==> config.mk <==
export PLATFORM = sky130hd
export DESIGN_NAME = iiss_out_fifo
export DESIGN_NICKNAME = d
export VERILOG_FILES = /design/src/rtl/iiss_pkg.sv /design/src/rtl/iiss_out_fifo.sv
export SDC_FILE = /design/constraint.sdc
export NUM_CORES = 1
export LEC_CHECK = 0
export BUFFER_PORTS_ARGS = -buffer_cell sky130_fd_sc_hd__buf_4
export CORE_UTILIZATION = 50
export DETAILED_ROUTE_END_ITERATION = 10
export PLACE_DENSITY = 0.76
export SETUP_SLACK_MARGIN = 0.2
export SYNTH_ARGS = -nofsm -noshare
export SYNTH_HDL_FRONTEND = slang
export SYNTH_SLANG_ARGS = --single-unit
==> constraint.sdc <==
create_clock -name clk -period 6.25 [get_ports clk]
set_input_delay 0.625 -clock clk [delete_from_list [all_inputs] [get_ports clk]]
set_output_delay 0.625 -clock clk [all_outputs]
set_load 0.02 [all_outputs]
==> src/rtl/iiss_pkg.sv <==
// ----------------------------------------------------------------------------
// iiss_pkg
// Shared constants and types of the integral image sum and squares block.
// ----------------------------------------------------------------------------
package iiss_pkg;

  localparam int PIX_W = 8;
  localparam int SUM_W = 32;
  localparam int SQ_W = 40;
  localparam int PSQ_W = 2 * PIX_W;
  localparam int CFG_W = 11;
  localparam int ADDR_W = 4;
  localparam int DATA_W = 32;

  localparam int MAX_WIDTH_DEF = 1024;
  localparam int MAX_HEIGHT_DEF = 1024;

  localparam logic [CFG_W-1:0] WIDTH_RESET = 11'd1024;
  localparam logic [CFG_W-1:0] HEIGHT_RESET = 11'd1024;

  // output queue depth: one word leaving, one in flight, one arriving
  localparam int FIFO_DEPTH = 3;
  localparam int PTR_W = 2;
  localparam int CNT_W = 2;

  typedef enum logic [1:0] {
    REG_WIDTH  = 2'd0,
    REG_HEIGHT = 2'd1,
    REG_NARROW = 2'd2
  } reg_addr_t;

  typedef struct packed {
    logic [SUM_W-1:0] sum;
    logic [SQ_W-1:0]  sq;
    logic             row_last;
    logic             frame_last;
  } out_word_t;

endpackage

==> src/rtl/iiss_out_fifo.sv <==
// ----------------------------------------------------------------------------
// iiss_out_fifo
// Small output queue that decouples the result path from downstream stalls.
// ----------------------------------------------------------------------------
module iiss_out_fifo (
  input  logic                clk,
  input  logic                rst,
  input  logic                push,
  input  iiss_pkg::out_word_t push_word,
  input  logic                pop_ready,
  output logic                pop_valid,
  output iiss_pkg::out_word_t pop_word,
  output logic [iiss_pkg::CNT_W-1:0] count
);
  import iiss_pkg::*;

  out_word_t        entries [FIFO_DEPTH];
  logic [PTR_W-1:0] head;
  logic [PTR_W-1:0] tail;
  logic             pop;

  assign pop_valid = (count != '0);
  assign pop = pop_valid && pop_ready;
  assign pop_word = entries[head];

  always_ff @(posedge clk) begin
    if (push) begin
      entries[tail] <= push_word;
    end
  end

  always_ff @(posedge clk) begin
    if (rst) begin
      head <= '0;
      tail <= '0;
      count <= '0;
    end else begin
      if (push) begin
        tail <= (tail == PTR_W'(FIFO_DEPTH - 1)) ? '0 : tail + PTR_W'(1);
      end
      if (pop) begin
        head <= (head == PTR_W'(FIFO_DEPTH - 1)) ? '0 : head + PTR_W'(1);
      end
      case ({push, pop})
        2'b10:   count <= count + CNT_W'(1);
        2'b01:   count <= count - CNT_W'(1);
        default: count <= count;
      endcase
    end
  end

  a_no_overflow: assert property (@(posedge clk) disable iff (rst)
    (push && !pop) |-> (count != CNT_W'(FIFO_DEPTH)))
    else $error("output queue overflow");

endmodule

Word-level counts from Yosys, hierarchy flattened

Memory sizes are Yosys's and may differ from the RTL's. A register that Yosys moved wholly into a read port is not among the register bits.
Index checks and enable logic that the tools add are counted.
W data, S select, Z words.

Add/subtract/negate cells: 4
Reductions and logical operators: 3
Mux-type cells: 7
Equal/unequal tests: 4

Operators by type and width:

| kind                  | number |
|---|---|
| $mux W2               | 4 |
| $add A2 B1 Y2 const B | 3 |
| $eq A2 B2 Y1 const B  | 3 |
| $pmux W2 S2           | 1 |
| $reduce_bool A2 Y1    | 2 |
| $eq A2 B1 Y1 const B  | 1 |
| $mux W1               | 2 |
| $sub A2 B1 Y2 const B | 1 |
| $logic_and A1 B1 Y1   | 1 |

Memories kept: 1
RAM bits: 222
Output and inout bits: 77
Flip-flop bits (word level): 6

Memory list:

| name    | depth | width | rd ports | clocked after Yosys merged registers in | wr ports | line                | RTL |
|---|---|---|---|---|---|---|---|
| entries | 3     | 74    | 1        | 1                                       | 1        | iiss_out_fifo.sv:17 | `out_word_t entries [FIFO_DEPTH];` |

Longest topological paths before layout

Gate-level depths: netlist (run 1).

Depth after elaboration: 4
Gate-level depth with buffers: 6
Gate-level depth less buffers: 6

Least setup slack after synthesis (run 1)

No wires, ideal clock.

Kind: input -> register
Start: in push
End: reg tail[0]
Setup time: 80 ps
Required time: 6,170 ps
Setup slack: -203 ps
Stages: 3
Arrival time: 6,373 ps
Cell sequence: inv_1 > nor3_1 > o21ba_2

RTL lines:

| element              | line                | RTL |
|---|---|---|
| from (decl)          | iiss_out_fifo.sv:8  | `input logic push,` |
| to (signal assigned) | iiss_out_fifo.sv:39 | `tail <= (tail == PTR_W'(FIFO_DEPTH - 1)) ? '0 : tail + PTR_W'(1);` |
| to (decl)            | iiss_out_fifo.sv:19 | `logic [PTR_W-1:0] tail;` |

==> results of run 1 <==
[sequential cells by signal (all words and copies together) (netlist names), named ones only]
register	cells
tail	2
entries	222
head	2
count	2
[critical path: stages, from the launching register on]
cell and delay (ps):
dfxtp_4 720, buf_4 730, mux2i_1 150, o21ai_0 320, buf_4 210
[cells by family after synthesis]
| kind of cell | synth area share |
|---|---|
| flops | 0.802 |
| simple gates | 0.0409 |
| compound gates | 0.0482 |
| mux | 0.0871 |
| buf+inv | 0.0178 |
| xor+xnor | 0.00206 |
| fa+ha+maj | 0.00147 |
[path summary, 6_finish.rpt]
kind                 start        endpoint  slack [ps]  cells past startpoint
max                   flop    pop_word[39]        2970                      4
min          push_word[36]  entries[2][36]         310                      1
max reg2reg        tail[1]  entries[2][59]        3850                      3
min reg2reg        head[1]            flop         480                      2
[power groups by stage]
stage,sequential (uW),combinational [uW],clock [uW]
finish,1840,756,1320
CTS,1840,766,1340
floorplan,1840,484,0
global route,1850,807,1400
global placement,1870,752,0
detailed placement,1870,762,0
[Yosys cell counts]
cell / n / area share
a21oi_1: 4 / 0.0024
and3b_1: 1 / 0.0010
buf_2: 4 / 0.0024
buf_4: 1 / 0.00088
buf_6: 6 / 0.0079
clkbuf_1: 13 / 0.0057
dfxtp_1: 8 / 0.019
edfxtp_1: 222 / 0.78
ha_1: 1 / 0.0015
inv_1: 2 / 0.00088
mux2i_1: 74 / 0.087
nand2_1: 77 / 0.034
nor2_1: 3 / 0.0013
nor2b_1: 1 / 0.00074
nor3_1: 1 / 0.00059
o21ai_0: 75 / 0.044
o21ai_1: 1 / 0.00059
o21ba_2: 1 / 0.0012
or2_2: 1 / 0.00074
or3_1: 2 / 0.0015
or3b_1: 1 / 0.0010
xnor2_1: 1 / 0.0010
xor2_1: 1 / 0.0010
[stage by stage]
| stage | area (um2) | worst slack (ps) | hold WS [ps] | utilization |
|---|---|---|---|---|
| floorplan | 8510 | 1960 | 446 | - |
| global placement | 9870 | 3420 | 453 | 0.595 |
| detailed placement | 9870 | 3460 | 473 | 0.595 |
| CTS | 10600 | 2910 | 295 | 0.640 |
| global route | 10600 | 2790 | 293 | 0.640 |
| finish | 10600 | 2970 | 310 | 0.640 |
[layout make-up]
| cell class | count | area share |
|---|---|---|
| clock buffers | 36 | 0.0638 |
| repair buffers | 160 | 0.113 |
| multi-input cells | 245 | 0.146 |
| clock inverters | 8 | 0.00601 |
| flip-flops and latches | 230 | 0.644 |
| inverters | 2 | 0.000708 |
| well taps | 220 | 0.0259 |
[per-layer routing]
layer,wire [um],up-vias,share of wire
met1,6270,2224,0.40
met5,0,-,0
met4,342,0,0.022
met2,7740,142,0.50
met3,1170,27,0.075
li1,-,2218,-
==> results.yml, run 1 <==
min_path:
  hold_class: "primary input to flop"
power:
  power_switching_uw: 1020
  power_frac_seq: 0.470
  power-per-cell-area_nw_per_um2: 369
  p_leak_uw: 0.00364
  p_sw_frac: 0.261
  p_int_uw: 2890
  finalPower_uw: 3910
  pwr-share-clk: 0.336
  p_comb_frac: 0.193
  ir_worst_vdd_mv: 0.252
finish:
  drive_gt1_frac: 0.289
  multiInputGateArea_um2: 1550
  layout_commonest_cell: "edfxtp_1"
  fin_cells: 901
  antenna_cells: 0
  fin_nets: 742
  mostFrequentLayoutCells: "edfxtp_1 (222), buf_4 (160), nand2_1 (77)"
  regArea_um2: 6830
  syn_to_final_growth_pct: 24.7
  nFillCells: 1250
cts:
  clkSinkCount: 230
  post_cts_resized: 0
  cts_made_buffers: 24
  clk_pin_slew_ps: 60
  holdBufCountCts: 0
  postCtsSetupBuffers: 0
  worstSkewPairLatency_ps: 500
  cts.htree.levels: 1
  root_buffer: "clkbuf_16"
  cts_buffer_depth: 3
  cts_tree: "yes"
floorplan:
  dieArea_um2: 17500
  fp.dieH_um: 132
  core_um2: 16600
  die_w_um: 132
  start_util: 0.513
  ioPinCount: 155
  row_count: 47
route:
  wl_per_cell_um: 17.2
  ant_nets: 0
  dr.first_iter.drc_count: 285
  viasPerCell: 5.12
  wl_um: 15500
  vias: 4611
  drc: 0
  first_pass_iters: 4
global_route:
  grt_pass1_wl_um: 24200
  first_global_vias: 4798
  track_usage: 0.180
  grt_overflow: 0
  gr-usage-met1: 0.213
  gr-usage-met2: 0.315
  top_usage_layer: "met2"
  grt_max_degree: 79
  grt_antenna_before_repair: 0
  grt_use_met3: 0.0582
job:
  cap_viol_max_count: 0
placed_design:
  hpwl_um: 9470
  dp.cells: 857
  gp_congestion: 0.717
  port_buffers: 154
synth:
  synth_seq_area_share: 0.802
  yosys_warnings: 0
  netlist_area_um2: 8510
  synth.net_count: 580
  synth-seq-cells: 230
  syn-mean-instance-area_um2: 17.0
  yosys.cell_types.count: 23
  syn_inst: 501
timing:
  fin_setup_tns_ps: 0
  fin_skew_ps: 9.19
  fin_crit_ps: 3280
  slew_viol_final: 0
  fin_crit_sh: 0.524
  setup_viol: 0
  rsz0062_at_grt: "false"
  max_freq_ghz: 0.305
  hold_violations: 0
  worst_pin_slew_ps: 1120
  relSlewSlack: 0.252
worst_setup_path:
  crit_path_start_kind: "flop"
  cp.required_ps: 5620
  arrival_ps: 2650
  worstSetupPathType: "flop to output pin"
  cp-end-kind: "output pin"
  crit_fanout: 42
outcome:
  status: "finished, final reports clean"
Note: power is estimated with default switching activity, not from simulation.
==> run 2, diff against run 1 <==
==> constraint.sdc (replaced) <==
create_clock -name clk -period 2.7 [get_ports clk]
set_input_delay 0.27 -clock clk [delete_from_list [all_inputs] [get_ports clk]]
set_output_delay 0.27 -clock clk [all_outputs]
set_load 0.02 [all_outputs]
==> results.yml, run 2 (synthesis results as in run 1) <==
worst_setup_path:
  cp.required_ps: 2430
  cp_common_cell: "buf_4"
  crit_chain: "buf_4 -> mux2i_1 -> o21ai_0 -> buf_4"
  crit_family: "buffers and inverters"
  crit_path_start_kind: "flop"
  arrival_ps: 2050
  cp_slowest_cell: "dfxtp_4"
  cp-end-kind: "output pin"
  slowest_delay_ps: 510
  path_buf_inv: 2
  crit_fanout: 20
  worstSetupPathType: "flop to output pin"
timing:
  timing.final.ws_setup_ps: 375
  fin_crit_ps: 2320
  slew_viol_final: 0
  hold_violations: 0
  relSlewSlack: 0.568
  fin_crit_sh: 0.861
  max_freq_ghz: 0.430
  setup_viol: 0
  fin_setup_tns_ps: 0
  rsz0062_at_grt: "false"
  worst_pin_slew_ps: 647
  fin_skew_ps: 14.0
floorplan:
  start_util: 0.513
  die_w_um: 132
  ioPinCount: 155
  core_um2: 16600
  row_count: 47
  dieArea_um2: 17500
  fp.dieH_um: 132
route:
  drc: 0
  ant_nets: 0
  viasPerCell: 5.16
  wl_per_cell_um: 17.2
  first_pass_iters: 7
  dr.first_iter.drc_count: 289
  vias: 5029
  wl_um: 16700
cts:
  cts_tree: "yes"
  cts_buffer_depth: 3
  cts_made_buffers: 23
  clkSinkCount: 230
  postCtsSetupBuffers: 0
  root_buffer: "clkbuf_16"
  post_cts_resized: 0
  worstSkewPairLatency_ps: 500
  cts.htree.levels: 1
  clk_pin_slew_ps: 60
power:
  power_switching_uw: 2400
  p_comb_frac: 0.212
  p_int_uw: 6710
  p_sw_frac: 0.264
  power-per-cell-area_nw_per_um2: 801
  ir_worst_vdd_mv: 0.584
  p_leak_uw: 0.00395
  power_frac_seq: 0.462
  pwr-share-clk: 0.326
finish:
  drive_gt1_frac: 0.267
  final_area_um2: 11400
  layout_commonest_cell: "edfxtp_1"
  syn_to_final_growth_pct: 33.8
  largest_register: "entries"
  mostFrequentLayoutCells: "edfxtp_1 (222), buf_4 (160), nand2_1 (77)"
  nFillCells: 1086
  fin_nets: 819
  largest_reg_flops: 222
  antenna_cells: 0
  fin_util: 0.686
placed_design:
  gp_congestion: 0.723
  place_ws_ps: 872
  place_area_um2: 9930
  port_buffers: 154
  hpwl_um: 9490
min_path:
  hold_class: "primary input to flop"
global_route:
  gr-usage-met1: 0.234
  gr-usage-met2: 0.339
  track_usage: 0.189
  grt_max_degree: 107
  grt_pass1_wl_um: 26000
  first_global_vias: 5164
  grt_overflow: 0
  grt_antenna_before_repair: 0
  top_usage_layer: "met2"
  grt_use_met3: 0.0341
outcome:
  status: "finished, final reports clean"
job:
  cap_viol_max_count: 0
## run 2: worst paths after layout
kind	start	to	slack, ps	depth (start not counted)
max	flop	pop_word[5]	380	4
min	push	tail[0]	160	3
max reg2reg	tail[1]	entries[1][8]	970	2
min reg2reg	head[1]	flop	470	2
## run 2: layer usage
metal	wire, um	up-vias
met1	6880	2453
met2	8610	176
met4	273	0
met3	957	28
met5	0	-
li1	-	2372
## run 2: cell type report
class / count / area [um2] / share of cell area
multi-input cells: 245 / 1550 / 0.136
well taps: 220 / 275 / 0.0242
inverters: 2 / 7.51 / 0.000660
flip-flops and latches: 230 / 6840 / 0.601
repair buffers: 238 / 2010 / 0.177
clock inverters: 11 / 103 / 0.00902
clock buffers: 28 / 594 / 0.0522
## run 2: power by group through the flow
stage / registers, uW / clock network (uW) / logic (uW)
after floorplan: 4240 / 0 / 1120
after global placement: 4280 / 0 / 1810
after detailed placement: 4290 / 0 / 1840
after CTS: 4210 / 3030 / 1940
after global routing: 4230 / 3160 / 2050
final: 4210 / 2970 / 1930
## run 2: tightest hold or removal path: stages
cell and delay (ps):
buf_4 110, nor2b_1 40, o21ba_2 190
## run 2: what timing repair did
action / 4_1_cts / 5_1_grt
endpoints found under the hold margin: 229 / 0
endpoints found under the setup margin: 0 / 0
hold buffers: 75 / 0
## run 2: per-stage QoR
| step | hold WS, ps | instances | power (uW) |
|---|---|---|---|
| floorplan | 339 | 501 | 5370 |
| global placement | 453 | 860 | 6080 |
| detailed placement | 465 | 860 | 6130 |
| CTS | 143 | 974 | 9180 |
| global route | 176 | 974 | 9440 |
| finish | 163 | 974 | 9110 |
